## src/rtl/core/rk4_pkg.sv

```systemverilog
// rk4_pkg: shared widths, constants, payload types and rounding helpers
package rk4_pkg;

   localparam int FRAC_BITS = 24;
   localparam int DATA_W    = 32;
   localparam int STEP_W    = 31;
   localparam int SLOPE_W   = 31;
   localparam int SQ_W      = 64;
   localparam int EXT_W     = DATA_W + 2;
   localparam int PROD_W    = SLOPE_W + STEP_W;

   // weighted slope sum and its division by six through a reciprocal
   localparam int SUM_W      = 34;
   localparam int SUM_LO_W   = SUM_W / 2;
   localparam int SUM_HI_W   = SUM_W - SUM_LO_W;
   localparam int SUM_SHIFT  = SUM_W + 3;
   localparam int SUM_RCP_W  = SUM_SHIFT - 2;
   localparam int SUM_FULL_W = SUM_W + SUM_RCP_W;
   localparam int QUO_W      = 31;
   localparam int REM_W      = 3;
   localparam int REM_PROD_W = STEP_W + REM_W;

   // fractional part of the increment, divided by six after the shift
   localparam int NUM_W    = 35;
   localparam int U_W      = NUM_W - FRAC_BITS;
   localparam int U_SHIFT  = U_W + 3;
   localparam int U_RCP_W  = U_SHIFT - 2;
   localparam int U_PROD_W = U_W + U_RCP_W;
   localparam int QQ_W     = U_PROD_W - U_SHIFT;
   localparam int AH_W     = PROD_W - FRAC_BITS;
   localparam int INC_W    = AH_W + 1;

   localparam logic [63:0] STEP_RESET_FULL = ((64'd1 << FRAC_BITS) + 64'd2) / 64'd5;
   localparam logic [STEP_W-1:0] STEP_RESET = STEP_RESET_FULL[STEP_W-1:0];

   localparam logic [63:0] SUM_RCP_FULL = ((64'd1 << SUM_SHIFT) + 64'd5) / 64'd6;
   localparam logic [SUM_RCP_W-1:0] SUM_RCP = SUM_RCP_FULL[SUM_RCP_W-1:0];

   localparam logic [63:0] U_RCP_FULL = ((64'd1 << U_SHIFT) + 64'd5) / 64'd6;
   localparam logic [U_RCP_W-1:0] U_RCP = U_RCP_FULL[U_RCP_W-1:0];

   localparam logic [DATA_W-1:0] DATA_MAX = {1'b0, {(DATA_W-1){1'b1}}};
   localparam logic [DATA_W-1:0] DATA_MIN = {1'b1, {(DATA_W-1){1'b0}}};
   localparam logic signed [EXT_W-1:0] EXT_MAX = $signed({2'b00, DATA_MAX});
   localparam logic signed [EXT_W-1:0] EXT_MIN = $signed({2'b11, DATA_MIN});

   typedef struct packed {
      logic signed [DATA_W-1:0] x_now;
      logic signed [DATA_W-1:0] y_now;
   } req_payload_type;

   typedef struct packed {
      logic signed [DATA_W-1:0] x_next;
      logic signed [DATA_W-1:0] y_next;
      logic                     overflow;
   } rsp_payload_type;

   // per-point context that rides along the pipeline
   typedef struct packed {
      logic signed [DATA_W-1:0] x_mid;
      logic signed [DATA_W-1:0] x_end;
      logic signed [DATA_W-1:0] y_base;
      logic [SUM_W-1:0]         acc;
      logic                     ovf;
   } ctx_type;

   typedef struct packed {
      logic signed [DATA_W-1:0] x_end;
      logic signed [DATA_W-1:0] y_base;
      logic                     ovf;
   } tail_type;

   typedef struct packed {
      logic half_step;
      logic double_weight;
   } scale_mode_type;

   typedef struct packed {
      logic [DATA_W-1:0] value;
      logic              sat;
   } sat_type;

   function automatic sat_type clamp_ext(input logic signed [EXT_W-1:0] v);
      sat_type res;
      if (v > EXT_MAX) begin
         res.value = DATA_MAX;
         res.sat   = 1'b1;
      end else if (v < EXT_MIN) begin
         res.value = DATA_MIN;
         res.sat   = 1'b1;
      end else begin
         res.value = v[DATA_W-1:0];
         res.sat   = 1'b0;
      end
      return res;
   endfunction

   // round half up to FRAC_BITS fraction bits, then clamp to the upper limit
   function automatic sat_type round_clamp(input logic [SQ_W-1:0] v);
      logic [SQ_W-1:0] rounded;
      sat_type         res;
      rounded = (v + (SQ_W'(1) << (FRAC_BITS - 1))) >> FRAC_BITS;
      if (rounded > SQ_W'(DATA_MAX)) begin
         res.value = DATA_MAX;
         res.sat   = 1'b1;
      end else begin
         res.value = rounded[DATA_W-1:0];
         res.sat   = 1'b0;
      end
      return res;
   endfunction

endpackage

```

## src/rtl/core/rk4_scale.sv

```systemverilog
// rk4_scale: slope times step, rounded, added to y; also accumulates the weighted slope
module rk4_scale (
   input  logic                             clock,
   input  logic                             reset,
   input  logic                             in_valid,
   input  rk4_pkg::ctx_type                 in_ctx,
   input  logic [rk4_pkg::SLOPE_W-1:0]      slope_m,
   input  logic [rk4_pkg::STEP_W-1:0]       step_size,
   input  rk4_pkg::scale_mode_type          mode,
   output logic                             out_valid,
   output rk4_pkg::ctx_type                 out_ctx,
   output logic signed [rk4_pkg::DATA_W-1:0] y_arg
);
   import rk4_pkg::*;

   logic                     p_valid_ff, p_valid_in;
   ctx_type                  p_ctx_ff, p_ctx_in;
   logic [PROD_W-1:0]        prod_ff, prod_in;
   logic                     y_valid_ff, y_valid_in;
   ctx_type                  y_ctx_ff, y_ctx_in;
   logic signed [DATA_W-1:0] y_ff, y_in;
   logic [PROD_W-1:0]        scaled;
   sat_type                  t_res;
   sat_type                  y_res;
   logic signed [EXT_W-1:0]  y_wide;

   always_comb begin
      p_valid_in = in_valid;
      prod_in    = slope_m * step_size;
      p_ctx_in   = in_ctx;
      p_ctx_in.acc = in_ctx.acc + (mode.double_weight ? SUM_W'({slope_m, 1'b0})
                                                      : SUM_W'(slope_m));
   end

   // rounding at one extra fraction bit equals rounding the halved product
   always_comb begin
      scaled     = mode.half_step ? (prod_ff >> 1) : prod_ff;
      t_res      = round_clamp(SQ_W'(scaled));
      y_wide     = EXT_W'(p_ctx_ff.y_base) + $signed(EXT_W'(t_res.value));
      y_res      = clamp_ext(y_wide);
      y_in       = $signed(y_res.value);
      y_valid_in = p_valid_ff;
      y_ctx_in   = p_ctx_ff;
      y_ctx_in.ovf = p_ctx_ff.ovf | t_res.sat | y_res.sat;
   end

   always_ff @(posedge clock) begin
      if (reset) begin
         p_valid_ff <= 1'b0;
         y_valid_ff <= 1'b0;
      end else begin
         p_valid_ff <= p_valid_in;
         y_valid_ff <= y_valid_in;
      end
   end

   always_ff @(posedge clock) begin
      p_ctx_ff <= p_ctx_in;
      prod_ff  <= prod_in;
      y_ctx_ff <= y_ctx_in;
      y_ff     <= y_in;
   end

   assign out_valid = y_valid_ff;
   assign out_ctx   = y_ctx_ff;
   assign y_arg     = y_ff;

endmodule

```

## config.mk

```make
export PLATFORM = sky130hd
export DESIGN_NAME = rk4_scale
export DESIGN_NICKNAME = d
export VERILOG_FILES = /design/src/rtl/core/rk4_pkg.sv /design/src/rtl/core/rk4_scale.sv
export SDC_FILE = /design/constraint.sdc
export NUM_CORES = 2
export LEC_CHECK = 0
export BUFFER_PORTS_ARGS = -buffer_cell sky130_fd_sc_hd__buf_4
export CAP_MARGIN = 15
export CELL_PAD_IN_SITES_DETAIL_PLACEMENT = 0
export CELL_PAD_IN_SITES_GLOBAL_PLACEMENT = 1
export CORE_MARGIN = 4
export CORE_UTILIZATION = 48
export CTS_CLUSTER_SIZE = 16
export DETAILED_ROUTE_END_ITERATION = 8
export GPL_TIMING_DRIVEN = 0
export HOLD_SLACK_MARGIN = 0.03
export MAX_ROUTING_LAYER = met4
export PLACE_DENSITY_LB_ADDON = 0.1
export SYNTH_ARGS = -nofsm -noshare
export SYNTH_HDL_FRONTEND = slang
export SYNTH_SLANG_ARGS = --single-unit
```

## constraint.sdc

```tcl
create_clock -name clock -period 12.57 [get_ports clock]
set_input_delay 2.514 -clock clock [delete_from_list [all_inputs] [get_ports clock]]
set_output_delay 2.514 -clock clock [all_outputs]
set_load 0.05 [all_outputs]
```

==> results.tsv <==
stage	metric	value	unit
routing	initial drt markers	2666	
grt	initial antenna violation count	2	
logic_synthesis	Mapped Area	0.0421	mm²
logic_synthesis	Seq/Total Area, Yosys	0.159	
critical_path	path depth of the worst reg2reg path	26	
routing	Post-route DRC	0	
sta	Hold Fails Final Rpt	0	
critical_path	crit end category	register	
logic_synthesis	YS warnings	0	
logic_synthesis	Mapped Nets	5924	
sta	TNS Setup	0	ns
logic_synthesis	Seq cells post-synth	335	
clock_network	CTS Sinks	335	
grt	first-pass GRT wire length	215000	µm
critical_path	Max Fanout on Critical Path	10	
hold_path	min-delay worst type	register to register	
cells_and_area	Total Nets Final	6326	
logic_synthesis	Synth Flop Type	dfxtp_1	
logic_synthesis	top cells by area, synth	fa_1, dfxtp_1, ha_1	
logic_synthesis	post-synthesis cell count	4570	
critical_path	WS Path Type	input port to register	
grt	Overflow after GRT	0	
clock_network	total number of H-tree levels	2	
sta	Worst Max-Slew Pin Slew	1.28	ns
die	Top Ports	362	
placement	RePlAce Congestion	1.01	
clock_network	Setup Fix Bufs, Post-CTS	0	
clock_network	clk root buf	clkbuf_16	
critical_path	Worst path max stage delay	0.65	ns
clock_network	post_cts resized	0	
sta	clk_skew	0.0207	ns
logic_synthesis	area share of the largest cell type after synthesis	0.399	
clock_network	Worst-path clk slew	0.06	ns
critical_path	WP data arrival	12.24	ns
grt	number of global-route vias before repair	33900	
clock_network	CTS Buf Count	39	
die	core area	0.0869	mm²
logic_synthesis	EDFF count, synth	0	
logic_synthesis	syn avg cell area	9.20	µm²
critical_path	CP max-delay cell	nor4_1	
logic_synthesis	post-synthesis async set-or-reset flop share	0	
sta	endpoints failing setup	0	
grt	GRT Total Usage	0.323	
sta	Slew HR	0.148	
die	total die area	0.0924	mm²
sta	Pins Over Slew Limit	0	
job	Max Cap Viol	0	
status	outcome	finished, final reports clean	
logic_synthesis	Unique masters post-synth	70	
sta	unrepaired setup endpoints after global routing	no	
clock_network	clock buffer depth	3	
sta	final worst path period need	11.78	ns
routing	DR vias	32600	
placement	DP Wirelength	120000	µm
routing	Vias/cell	5.29	
hold_path	Hold Path Cell Cnt	0	
sta	FMAX	84.9	MHz
logic_synthesis	Yosys top cell by area	fa_1	
routing	routed wire length per instance	23.4	µm
routing	Routed WL	144000	µm
cells_and_area	P&R area growth vs syn	13.1	%
routing	drt first pass iters	5	
routing	Routed Antenna Nets	0	
critical_path	CP Launch Type	input port	
clock_network	Hold-fix buffers, CTS	0	
die	Die H	304	µm
placement	IO buf count	360	
sta	post-route clock period utilization	0.937	
die	die width	304	µm
critical_path	Worst EP required	13.03	ns
cells_and_area	fraction of layout cells with a size suffix above 1	0.0969	
die	site row count	108	
die	Initial Util	0.484	
grt	largest net degree at the start of global routing	14	
clock_network	CTS tree	yes	
clock_network	Clk Latency, worst-skew pair	0.60	ns
logic make-up after synthesis:
group,share of synthesized area
AND/OR/NAND/NOR,0.142
adder cells (fa/ha/maj),0.494
buffers and inverters,0.102
AO/OA/AOI/OAI,0.0591
flip-flops,0.159
XOR/XNOR,0.0277
multiplexers,0.0156
other,0.000179
flip-flops by register name, summed over array words and instances, names as in the netlist:
name,cells
y_arg,32
out_valid,1
prod_ff,39
p_ctx_ff,131
p_valid_ff,1
out_ctx,131
layer usage:
layer | GRT usage | vias up | part of all wire
li1 | - | 14500 | -
met1 | 0.412 | 16200 | 0.40
met2 | 0.504 | 1544 | 0.45
met3 | 0.0776 | 277 | 0.099
met4 | 0.118 | 0 | 0.046
met5 | - | - | 0
path summary, 6_finish.rpt:
path	from	end	slack, ns
worst max-delay path	mode[1]	y_arg[30]	0.79
worst min-delay path	p_ctx_ff[105]	out_ctx[105]	0.32
worst max register to register	prod_ff[25]	y_arg[30]	4.98
worst min register to register	p_ctx_ff[105]	out_ctx[105]	0.32
layout make-up:
cell class	instances	area [µm²]
diodes	1	2.50
plain buffers	218	847
clock buffers	54	1080
clock inverters	18	251
fillers	8210	39300
inverters	917	3440
multi-input cells	3100	31100
flip-flops and latches	335	6710
well taps	1155	1450
repair buffers	361	2720
per-stage QoR:
| stage | worst slack (ns) | hold slack (ns) | instances | instance area, µm² | util |
|---|---|---|---|---|---|
| after floorplan | 2.97 | 0.310 | 4570 | 42100 | - |
| after global placement | 0.000177 | 0.310 | 6085 | 46200 | 0.532 |
| after detailed placement | -0.0231 | 0.312 | 6086 | 46200 | 0.532 |
| after CTS | 0.622 | 0.320 | 6158 | 47500 | 0.547 |
| after global routing | 0.212 | 0.326 | 6159 | 47600 | 0.547 |
| final | 0.787 | 0.320 | 6159 | 47600 | 0.547 |
cells in the mapped netlist, drive strengths merged, types with 3 or more instances:
library cell / count
inv: 916
nand2: 900
fa: 838
dfxtp: 335
ha: 318
and2: 201
clkbuf: 201
a21oi: 114
o21ai: 92
xnor2: 85
nor2: 84
a21o: 52
xor2: 48
nand3: 38
mux2: 36
nor3: 29
o21a: 27
mux2i: 25
nor2b: 25
nand4: 21
nand2b: 20
buf: 17
a31oi: 16
and3: 16
o21bai: 14
o211ai: 10
a211oi: 9
o31ai: 8
nor4: 7
nor3b: 6
o2111ai: 6
a21boi: 5
a31o: 5
or3: 5
a221oi: 4
a2111oi: 3
a32o: 3
o31a: 3
worst max-delay path, delay by kind of cell:
family          cells  cell delay, ns
mux                 1            0.26
buf+inv            10            3.34
simple gates        9            2.72
compound gates     10            2.68
xor+xnor            1            0.19
fa+ha+maj           2            0.52
cells in the final DEF (no fill, tap or decap), drive strengths merged, types with 6 or more instances in the layout:
cell type and n:
nor3b 6, o21bai 14, clkbuf 255, and3 16, nand2b 20, buf 378
o2111ai 6, xnor2 85, mux2 36, o21ai 92, dfxtp 335, nor4 7
inv 918, o31ai 8, clkinvlp 6, mux2i 25, o21a 27, a211oi 9
nor3 29, xor2 48, and2 201, a31oi 16, nand3 38, ha 318
nor2b 25, nand4 21, a21oi 114, o211ai 10, a21o 52, nor2 84
fa 838, clkinv 8, nand2 900
Power is left out: the tool's default activity adds up to more than one toggle a clock period on the data nets, which glitch-free logic cannot reach.
