==> src/rtl/core/rk4_pkg.sv <==
// rk4_pkg: shared widths, constants, payload types and rounding helpers
package rk4_pkg;

   localparam int FRAC_BITS = 24;
   localparam int DATA_W    = 32;
   localparam int STEP_W    = 31;
   localparam int SLOPE_W   = 31;
   localparam int SQ_W      = 64;
   localparam int EXT_W     = DATA_W + 2;
   localparam int PROD_W    = SLOPE_W + STEP_W;

   // weighted slope sum and its division by six through a reciprocal
   localparam int SUM_W      = 34;
   localparam int SUM_LO_W   = SUM_W / 2;
   localparam int SUM_HI_W   = SUM_W - SUM_LO_W;
   localparam int SUM_SHIFT  = SUM_W + 3;
   localparam int SUM_RCP_W  = SUM_SHIFT - 2;
   localparam int SUM_FULL_W = SUM_W + SUM_RCP_W;
   localparam int QUO_W      = 31;
   localparam int REM_W      = 3;
   localparam int REM_PROD_W = STEP_W + REM_W;

   // fractional part of the increment, divided by six after the shift
   localparam int NUM_W    = 35;
   localparam int U_W      = NUM_W - FRAC_BITS;
   localparam int U_SHIFT  = U_W + 3;
   localparam int U_RCP_W  = U_SHIFT - 2;
   localparam int U_PROD_W = U_W + U_RCP_W;
   localparam int QQ_W     = U_PROD_W - U_SHIFT;
   localparam int AH_W     = PROD_W - FRAC_BITS;
   localparam int INC_W    = AH_W + 1;

   localparam logic [63:0] STEP_RESET_FULL = ((64'd1 << FRAC_BITS) + 64'd2) / 64'd5;
   localparam logic [STEP_W-1:0] STEP_RESET = STEP_RESET_FULL[STEP_W-1:0];

   localparam logic [63:0] SUM_RCP_FULL = ((64'd1 << SUM_SHIFT) + 64'd5) / 64'd6;
   localparam logic [SUM_RCP_W-1:0] SUM_RCP = SUM_RCP_FULL[SUM_RCP_W-1:0];

   localparam logic [63:0] U_RCP_FULL = ((64'd1 << U_SHIFT) + 64'd5) / 64'd6;
   localparam logic [U_RCP_W-1:0] U_RCP = U_RCP_FULL[U_RCP_W-1:0];

   localparam logic [DATA_W-1:0] DATA_MAX = {1'b0, {(DATA_W-1){1'b1}}};
   localparam logic [DATA_W-1:0] DATA_MIN = {1'b1, {(DATA_W-1){1'b0}}};
   localparam logic signed [EXT_W-1:0] EXT_MAX = $signed({2'b00, DATA_MAX});
   localparam logic signed [EXT_W-1:0] EXT_MIN = $signed({2'b11, DATA_MIN});

   typedef struct packed {
      logic signed [DATA_W-1:0] x_now;
      logic signed [DATA_W-1:0] y_now;
   } req_payload_type;

   typedef struct packed {
      logic signed [DATA_W-1:0] x_next;
      logic signed [DATA_W-1:0] y_next;
      logic                     overflow;
   } rsp_payload_type;

   // per-point context that rides along the pipeline
   typedef struct packed {
      logic signed [DATA_W-1:0] x_mid;
      logic signed [DATA_W-1:0] x_end;
      logic signed [DATA_W-1:0] y_base;
      logic [SUM_W-1:0]         acc;
      logic                     ovf;
   } ctx_type;

   typedef struct packed {
      logic signed [DATA_W-1:0] x_end;
      logic signed [DATA_W-1:0] y_base;
      logic                     ovf;
   } tail_type;

   typedef struct packed {
      logic half_step;
      logic double_weight;
   } scale_mode_type;

   typedef struct packed {
      logic [DATA_W-1:0] value;
      logic              sat;
   } sat_type;

   function automatic sat_type clamp_ext(input logic signed [EXT_W-1:0] v);
      sat_type res;
      if (v > EXT_MAX) begin
         res.value = DATA_MAX;
         res.sat   = 1'b1;
      end else if (v < EXT_MIN) begin
         res.value = DATA_MIN;
         res.sat   = 1'b1;
      end else begin
         res.value = v[DATA_W-1:0];
         res.sat   = 1'b0;
      end
      return res;
   endfunction

   // round half up to FRAC_BITS fraction bits, then clamp to the upper limit
   function automatic sat_type round_clamp(input logic [SQ_W-1:0] v);
      logic [SQ_W-1:0] rounded;
      sat_type         res;
      rounded = (v + (SQ_W'(1) << (FRAC_BITS - 1))) >> FRAC_BITS;
      if (rounded > SQ_W'(DATA_MAX)) begin
         res.value = DATA_MAX;
         res.sat   = 1'b1;
      end else begin
         res.value = rounded[DATA_W-1:0];
         res.sat   = 1'b0;
      end
      return res;
   endfunction

endpackage

==> src/rtl/core/rk4_incr.sv <==
// rk4_incr: final increment h*(m1+2m2+2m3+m4)/6, rounded, and the saturated new y
module rk4_incr (
   input  logic                        clock,
   input  logic                        reset,
   input  logic                        in_valid,
   input  rk4_pkg::ctx_type            in_ctx,
   input  logic [rk4_pkg::SLOPE_W-1:0] slope_m,
   input  logic [rk4_pkg::STEP_W-1:0]  step_size,
   output logic                        out_valid,
   output rk4_pkg::rsp_payload_type    out_payload
);
   import rk4_pkg::*;

   localparam int TAIL_N  = 8;
   localparam int VALID_N = TAIL_N + 1;
   localparam logic signed [INC_W:0] WIDE_MAX =
      {{(INC_W+1-DATA_W){1'b0}}, DATA_MAX};

   logic [VALID_N-1:0]        valid_ff, valid_in;
   tail_type                  tail_ff [TAIL_N];
   tail_type                  tail_in [TAIL_N];

   logic [SUM_W-1:0]          sum_ff, sum_in;
   logic [SUM_LO_W+SUM_RCP_W-1:0] pp_lo_ff, pp_lo_in;
   logic [SUM_HI_W+SUM_RCP_W-1:0] pp_hi_ff, pp_hi_in;
   logic [REM_W-1:0]          sum_lsb2_ff, sum_lsb2_in;
   logic [REM_W-1:0]          sum_lsb3_ff, sum_lsb3_in;
   logic [SUM_FULL_W-1:0]     pp_full;
   logic [QUO_W-1:0]          quo_ff, quo_in;
   logic [PROD_W-1:0]         a_ff, a_in;
   logic [REM_W-1:0]          six_q;
   logic [REM_W-1:0]          rem_ff, rem_in;
   logic [REM_PROD_W-1:0]     b_ff, b_in;
   logic [NUM_W-1:0]          t6_ff, t6_in;
   logic [AH_W-1:0]           ah5_ff, ah5_in;
   logic [NUM_W-1:0]          num;
   logic [U_W-1:0]            u_ff, u_in;
   logic [AH_W-1:0]           ah6_ff, ah6_in;
   logic [U_PROD_W-1:0]       pr_ff, pr_in;
   logic [AH_W-1:0]           ah7_ff, ah7_in;
   logic [QQ_W-1:0]           qq;
   logic [INC_W-1:0]          inc_ff, inc_in;
   logic signed [INC_W:0]     y_wide;
   logic                      y_sat;
   rsp_payload_type           out_ff, out_in;

   always_comb begin
      valid_in = {valid_ff[VALID_N-2:0], in_valid};
      tail_in[0].x_end  = in_ctx.x_end;
      tail_in[0].y_base = in_ctx.y_base;
      tail_in[0].ovf    = in_ctx.ovf;
      for (int k = 1; k < TAIL_N; k++) begin
         tail_in[k] = tail_ff[k-1];
      end
   end

   // weighted sum, then its quotient by six through the reciprocal in two halves
   always_comb begin
      sum_in      = in_ctx.acc + SUM_W'(slope_m);
      pp_lo_in    = sum_ff[SUM_LO_W-1:0] * SUM_RCP;
      pp_hi_in    = sum_ff[SUM_W-1:SUM_LO_W] * SUM_RCP;
      sum_lsb2_in = sum_ff[REM_W-1:0];
      pp_full     = (SUM_FULL_W'(pp_hi_ff) << SUM_LO_W) + SUM_FULL_W'(pp_lo_ff);
      quo_in      = pp_full[SUM_SHIFT +: QUO_W];
      sum_lsb3_in = sum_lsb2_ff;
   end

   // remainder below six needs only the low bits of sum - 6q
   always_comb begin
      a_in   = quo_ff * step_size;
      six_q  = {quo_ff[0], 2'b00} + {quo_ff[1:0], 1'b0};
      rem_in = sum_lsb3_ff - six_q;
   end

   always_comb begin
      b_in   = rem_ff * step_size;
      t6_in  = (NUM_W'(a_ff[FRAC_BITS-1:0]) << 2) + (NUM_W'(a_ff[FRAC_BITS-1:0]) << 1)
             + (NUM_W'(3) << FRAC_BITS);
      ah5_in = a_ff[PROD_W-1:FRAC_BITS];
      num    = t6_ff + NUM_W'(b_ff);
      u_in   = num[NUM_W-1:FRAC_BITS];
      ah6_in = ah5_ff;
      pr_in  = u_ff * U_RCP;
      ah7_in = ah6_ff;
      qq     = pr_ff[U_PROD_W-1:U_SHIFT];
      inc_in = INC_W'(ah7_ff) + INC_W'(qq);
   end

   // increment is never negative, only the upper limit can be hit
   always_comb begin
      y_wide = (INC_W+1)'(tail_ff[TAIL_N-1].y_base) + $signed({1'b0, inc_ff});
      y_sat  = (y_wide > WIDE_MAX);
      out_in.x_next   = tail_ff[TAIL_N-1].x_end;
      out_in.y_next   = y_sat ? $signed(DATA_MAX) : y_wide[DATA_W-1:0];
      out_in.overflow = tail_ff[TAIL_N-1].ovf | y_sat;
   end

   always_ff @(posedge clock) begin
      if (reset) begin
         valid_ff <= '0;
      end else begin
         valid_ff <= valid_in;
      end
   end

   always_ff @(posedge clock) begin
      for (int k = 0; k < TAIL_N; k++) begin
         tail_ff[k] <= tail_in[k];
      end
      sum_ff      <= sum_in;
      pp_lo_ff    <= pp_lo_in;
      pp_hi_ff    <= pp_hi_in;
      sum_lsb2_ff <= sum_lsb2_in;
      sum_lsb3_ff <= sum_lsb3_in;
      quo_ff      <= quo_in;
      a_ff        <= a_in;
      rem_ff      <= rem_in;
      b_ff        <= b_in;
      t6_ff       <= t6_in;
      ah5_ff      <= ah5_in;
      u_ff        <= u_in;
      ah6_ff      <= ah6_in;
      pr_ff       <= pr_in;
      ah7_ff      <= ah7_in;
      inc_ff      <= inc_in;
      out_ff      <= out_in;
   end

   assign out_valid   = valid_ff[VALID_N-1];
   assign out_payload = out_ff;

endmodule

==> config.mk <==
export PLATFORM = sky130hd
export DESIGN_NAME = rk4_incr
export DESIGN_NICKNAME = d
export VERILOG_FILES = /design/src/rtl/core/rk4_pkg.sv /design/src/rtl/core/rk4_incr.sv
export SDC_FILE = /design/constraint.sdc
export NUM_CORES = 2
export LEC_CHECK = 0
export CAP_MARGIN = 20
export CORE_MARGIN = 2
export CORE_UTILIZATION = 50
export DETAILED_ROUTE_END_ITERATION = 7
export DONT_BUFFER_PORTS = 1
export PLACE_DENSITY_LB_ADDON = 0.3
export SLEW_MARGIN = 20
export SYNTH_ARGS = -nofsm -noshare
export SYNTH_HDL_FRONTEND = slang
export SYNTH_SLANG_ARGS = --single-unit
==> constraint.sdc <==
create_clock -name clock -period 8.9 [get_ports clock]
set_clock_uncertainty 0.05 [all_clocks]
set_input_delay 1.335 -clock clock [delete_from_list [all_inputs] [get_ports clock]]
set_output_delay 1.335 -clock clock [all_outputs]
set_load 0.005 [all_outputs]
==> results by stage <==
Outcome:
- The run finished with clean final reports.

Global routing:
- The pin count of the biggest net entering global routing is 35.
- The initial antenna violation count was 2.
- For met3 alone, demand over resource in global routing was ~4.4%.
- The via count of the first global-routing pass is between 50000 and 60000.
- The first-pass GRT wire length is 259000 um.
- The total global routing overflow is 0.
- In the global route stage, met2 resource usage came out at between 30% and 40%.
- For this run, the total global-route usage over all layers was measured as a little over a fifth.
- The layer flagged by global routing as most heavily used is met2.
- Global routing used ~27% of the available met1 tracks.

Floorplanning:
- The floorplan die height is between 300 and 400 um.
- 262 I/O pins were placed.
- The die covers 152300 um^2.
- In this run the horizontal extent of the chip is 390.3 um.
- The number of rows in the core area is between 100 and 150.
- The starting density of the core is about half.
- The area of the core is between 100000 and 150000 um^2.

STA:
- The routed design could run at a clock period as short as 8.276 ns.
- Setup repair after global routing left no endpoint under its margin.
- The share of the clock period used by the worst path after layout is between 90% and 100%.
- The final-report hold violation count came to 0.
- The post-route setup TNS is 0 ns.
- In this run the tightest slew margin relative to its limit is ~30%.
- The number of max-slew violations in the final report came to 0.
- The transition time at the pin with the least slew margin is about 1.1 ns.
- For this run, the top clock speed supported by timing is ~0.12 GHz.
- The total of endpoints with negative setup slack in the final report is 0.

CTS:
- The root buffer cell chosen for the clock tree is sky130_fd_sc_hd__clkbuf_16.
- For the worst-skew pair, the clock arrives at the later sink with an insertion delay of roughly 0.72 ns.
- The TritonCTS clock tree is yes.
- The total number of H-tree levels is 3.
- The hold-fix buffer count after cts is 0.
- The number of buffers inserted during clock tree synthesis is around 100.
- The post-CTS repair timing setup buffer count is 0.
- The number of gates resized after CTS was 0.
- The clock-pin slew on the worst setup and hold paths is roughly 0.06 ns.
- The clock passes through at most 3 buffers.
- The clock sink total is 1047.

Placed design:
- In this run the tool buffered the top-level ports with 0 buffer cells.
- The estimated wirelength of the detail-placed design is between 100000 and 150000 um.
- The congestion estimate from routability-driven global placement came to 0.8863.

Synthesis:
- Of the post-synthesis cell area, the dominant cell type holds 29.30%.
- When the netlist entered floorplanning its net count stood at around 9300.
- The cell type with the highest aggregate area in the netlist is sky130_fd_sc_hd__fa_1.
- In the post-synthesis netlist, the biggest area contributors are sky130_fd_sc_hd__fa_1 29%, sky130_fd_sc_hd__dfxtp_1 28%, sky130_fd_sc_hd__ha_1 13%, sky130_fd_sc_hd__inv_1 6.1%, sky130_fd_sc_hd__and2_1 4.4%.
- The Yosys step of the flow raised 0 warnings.
- The netlist area before placement is around 75000 um^2.
- In the synthesized netlist, the number of instances is ~7200.
- The synthesized flop and latch total is 1047.
- The share of async-settable or async-resettable flops after synthesis is 0%.
- The average instance in the mapped netlist occupies 10.37 um^2.
- The share of the Yosys chip area taken by registers is ~28%.
- The most common cell in the netlist is sky130_fd_sc_hd__inv_1.
- The number of enable-type register cells in the synthesized netlist is 0.
- In the synthesized netlist the dominant register cell turns out to be sky130_fd_sc_hd__dfxtp_1.
- After synthesis, the most frequently instantiated cells are 1216 x sky130_fd_sc_hd__inv_1, 1092 x sky130_fd_sc_hd__fa_1, 1047 x sky130_fd_sc_hd__dfxtp_1, 792 x sky130_fd_sc_hd__ha_1, 655 x sky130_fd_sc_hd__nand2_1.
- The number of unique standard cell types used by synthesis is 80.

Routing:
- Summed over all layers, the routed wires come to ~160000 um.
- After detailed routing, the average wire length per cell comes to 17.00 um.
- Using the TritonRoute via totals, the vias-per-cell ratio works out to between 5 and 6.
- In this run the remaining antenna-violating nets after routing total 0.
- The first routing iteration left roughly 2500 violations.
- The detailed-routing iteration count for the pre-antenna-repair pass is 6.
- The total vias in the final route is approximately 47000.
- The DRC violations left is 0.

Finish:
- In the final design database the tool counted ~9200 nets.
- The sequential cell area in the final layout is approximately 21000 um^2.
- The area added between synthesis and finish is 7.626%.
- The filler cells instantiated in the layout total roughly 13000.
- The total area of multi-input combinational cells is slightly below 50000 um^2.
- 0 antenna diodes ended up in the layout.
- The layout cell share with drive strength beyond 1 is around 3.6%.

Hold path:
- The path class of the lowest-slack min-delay path is register to register.

Worst setup path:
- The setup check on the worst reg-to-reg path leaves a slack of roughly 0.62 ns.
- The endpoint type of the worst setup path is a register.
- The critical path is of the register to register type.
- The startpoint type of the worst setup path is a register.
- Of all nets on the critical path, the largest fanout is 17.
- Data on the critical path arrives at its endpoint at slightly below 9 ns.
- The data required time at the worst endpoint is ~9.5 ns.

Job:
- The tool flagged a number of max-cap violations equal to 0.
[critical path, cell delays in order, from the launching register on]
cell                       delay [ns]
sky130_fd_sc_hd__dfxtp_1         0.80
sky130_fd_sc_hd__buf_4           0.39
sky130_fd_sc_hd__and2_1          0.19
sky130_fd_sc_hd__fa_1            0.46
sky130_fd_sc_hd__fa_1            0.52
sky130_fd_sc_hd__inv_1           0.05
sky130_fd_sc_hd__fa_1            0.42
sky130_fd_sc_hd__fa_1            0.45
sky130_fd_sc_hd__fa_1            0.61
sky130_fd_sc_hd__inv_1           0.10
sky130_fd_sc_hd__fa_1            0.46
sky130_fd_sc_hd__fa_1            0.41
sky130_fd_sc_hd__ha_1            0.31
sky130_fd_sc_hd__ha_1            0.35
sky130_fd_sc_hd__a21o_1          0.20
sky130_fd_sc_hd__a311oi_1        0.30
sky130_fd_sc_hd__nor2_1          0.08
sky130_fd_sc_hd__o211a_1         0.21
sky130_fd_sc_hd__a211oi_1        0.29
sky130_fd_sc_hd__nand3_1         0.21
sky130_fd_sc_hd__a21oi_1         0.36
sky130_fd_sc_hd__o21ai_1         0.20
sky130_fd_sc_hd__or4b_1          0.48
sky130_fd_sc_hd__a31oi_1         0.21
sky130_fd_sc_hd__xnor2_1         0.13
[cells by family after synthesis]
logic type	count (synthesis)	share of synthesized area, %
muxes	3	0.04193
adders and majority gates	1884	42.58
AOI/OAI and AO/OA	834	7.218
DFF	1047	28.09
and+or+nand+nor	1674	11.20
xor gates and xnor gates	303	3.557
buffers and inverters	1451	7.304
[metrics by stage]
step	utilization (%)	hold WS [ns]	instances	instance area [um^2]	setup slack (ns)
3_5_place_dp	51.80	0.2621	8953	76670	0.1146
4_1_cts	54.25	0.2386	9141	80290	0.6078
2_1_floorplan	-	0.2596	7196	74610	0.5058
6_report	54.25	0.2467	9141	80290	0.6243
3_3_place_gp	51.79	0.2597	8952	76660	0.1835
5_1_grt	54.25	0.2343	9141	80290	0.3137
[per-layer routing]
layer | part of all wire [%] | wire length, um
met1 | 44 | 68510
met3 | 6.5 | 10150
met5 | 0.0084 | 13
met4 | 2.5 | 3845
met2 | 47 | 72850
[flip-flops by register name (all words and copies together) (netlist names)]
signal	cells
a_ff	62
ah5_ff	38
ah6_ff	38
ah7_ff	38
b_ff	33
inc_ff	39
out_payload	65
pp_hi_ff	50
pp_lo_ff	34
pr_ff	9
quo_ff	31
rem_ff	3
sum_ff	34
sum_lsb2_ff	3
sum_lsb3_ff	3
t6_ff	27
tail_ff	520
u_ff	11
valid_ff	9
[area by class of cell]
type,instances,area share [%]
Tap cell,1930,3.007
Inverter,1217,5.689
Clock buffer,141,3.614
Clock inverter,47,0.8960
Sequential cell,1047,26.11
Multi-Input combinational cell,4698,60.02
Timing Repair Buffer,61,0.6576
[worst paths after layout]
path                           from                       to  cells after the start
min          tail_ff[0][63]$_DFF_P_  tail_ff[0][128]$_DFF_P_                      0
min reg2reg  tail_ff[0][63]$_DFF_P_  tail_ff[0][128]$_DFF_P_                      0
max reg2reg      quo_ff[21]$_DFF_P_         a_ff[61]$_DFF_P_                     24
max              quo_ff[21]$_DFF_P_         a_ff[61]$_DFF_P_                     24
[cell usage in the layout (no fill, tap or decap), types with 9 or more instances in the layout]
master,netlist,layout
sky130_fd_sc_hd__inv_1,1216,1216
sky130_fd_sc_hd__fa_1,1092,1092
sky130_fd_sc_hd__dfxtp_1,1047,1042
sky130_fd_sc_hd__ha_1,792,792
sky130_fd_sc_hd__nand2_1,655,655
sky130_fd_sc_hd__and2_1,530,530
sky130_fd_sc_hd__a21oi_1,269,269
sky130_fd_sc_hd__xnor2_1,202,202
sky130_fd_sc_hd__a21o_1,163,163
sky130_fd_sc_hd__nor2_1,156,156
sky130_fd_sc_hd__o21ai_0,131,131
sky130_fd_sc_hd__clkbuf_16,0,104
sky130_fd_sc_hd__xor2_1,101,101
sky130_fd_sc_hd__nand3_1,68,68
sky130_fd_sc_hd__buf_4,0,55
sky130_fd_sc_hd__nor3_1,51,51
sky130_fd_sc_hd__o21a_1,42,42
sky130_fd_sc_hd__nor2b_1,42,42
sky130_fd_sc_hd__nand2b_1,41,41
sky130_fd_sc_hd__nand4_1,39,39
sky130_fd_sc_hd__o21bai_1,38,38
sky130_fd_sc_hd__and3_1,31,31
sky130_fd_sc_hd__a31oi_1,25,25
sky130_fd_sc_hd__o211ai_1,24,24
sky130_fd_sc_hd__a211oi_1,21,21
sky130_fd_sc_hd__clkbuf_1,230,21
sky130_fd_sc_hd__clkbuf_8,0,16
sky130_fd_sc_hd__or3_1,15,15
sky130_fd_sc_hd__clkinv_2,0,14
sky130_fd_sc_hd__or2_2,13,13
sky130_fd_sc_hd__o31ai_1,13,13
sky130_fd_sc_hd__a21boi_0,13,13
sky130_fd_sc_hd__bufinv_16,0,11
sky130_fd_sc_hd__a211o_1,9,9
Power is not shown: default switching activity piles up to over one toggle a cycle in this logic, so the estimate is an artifact.
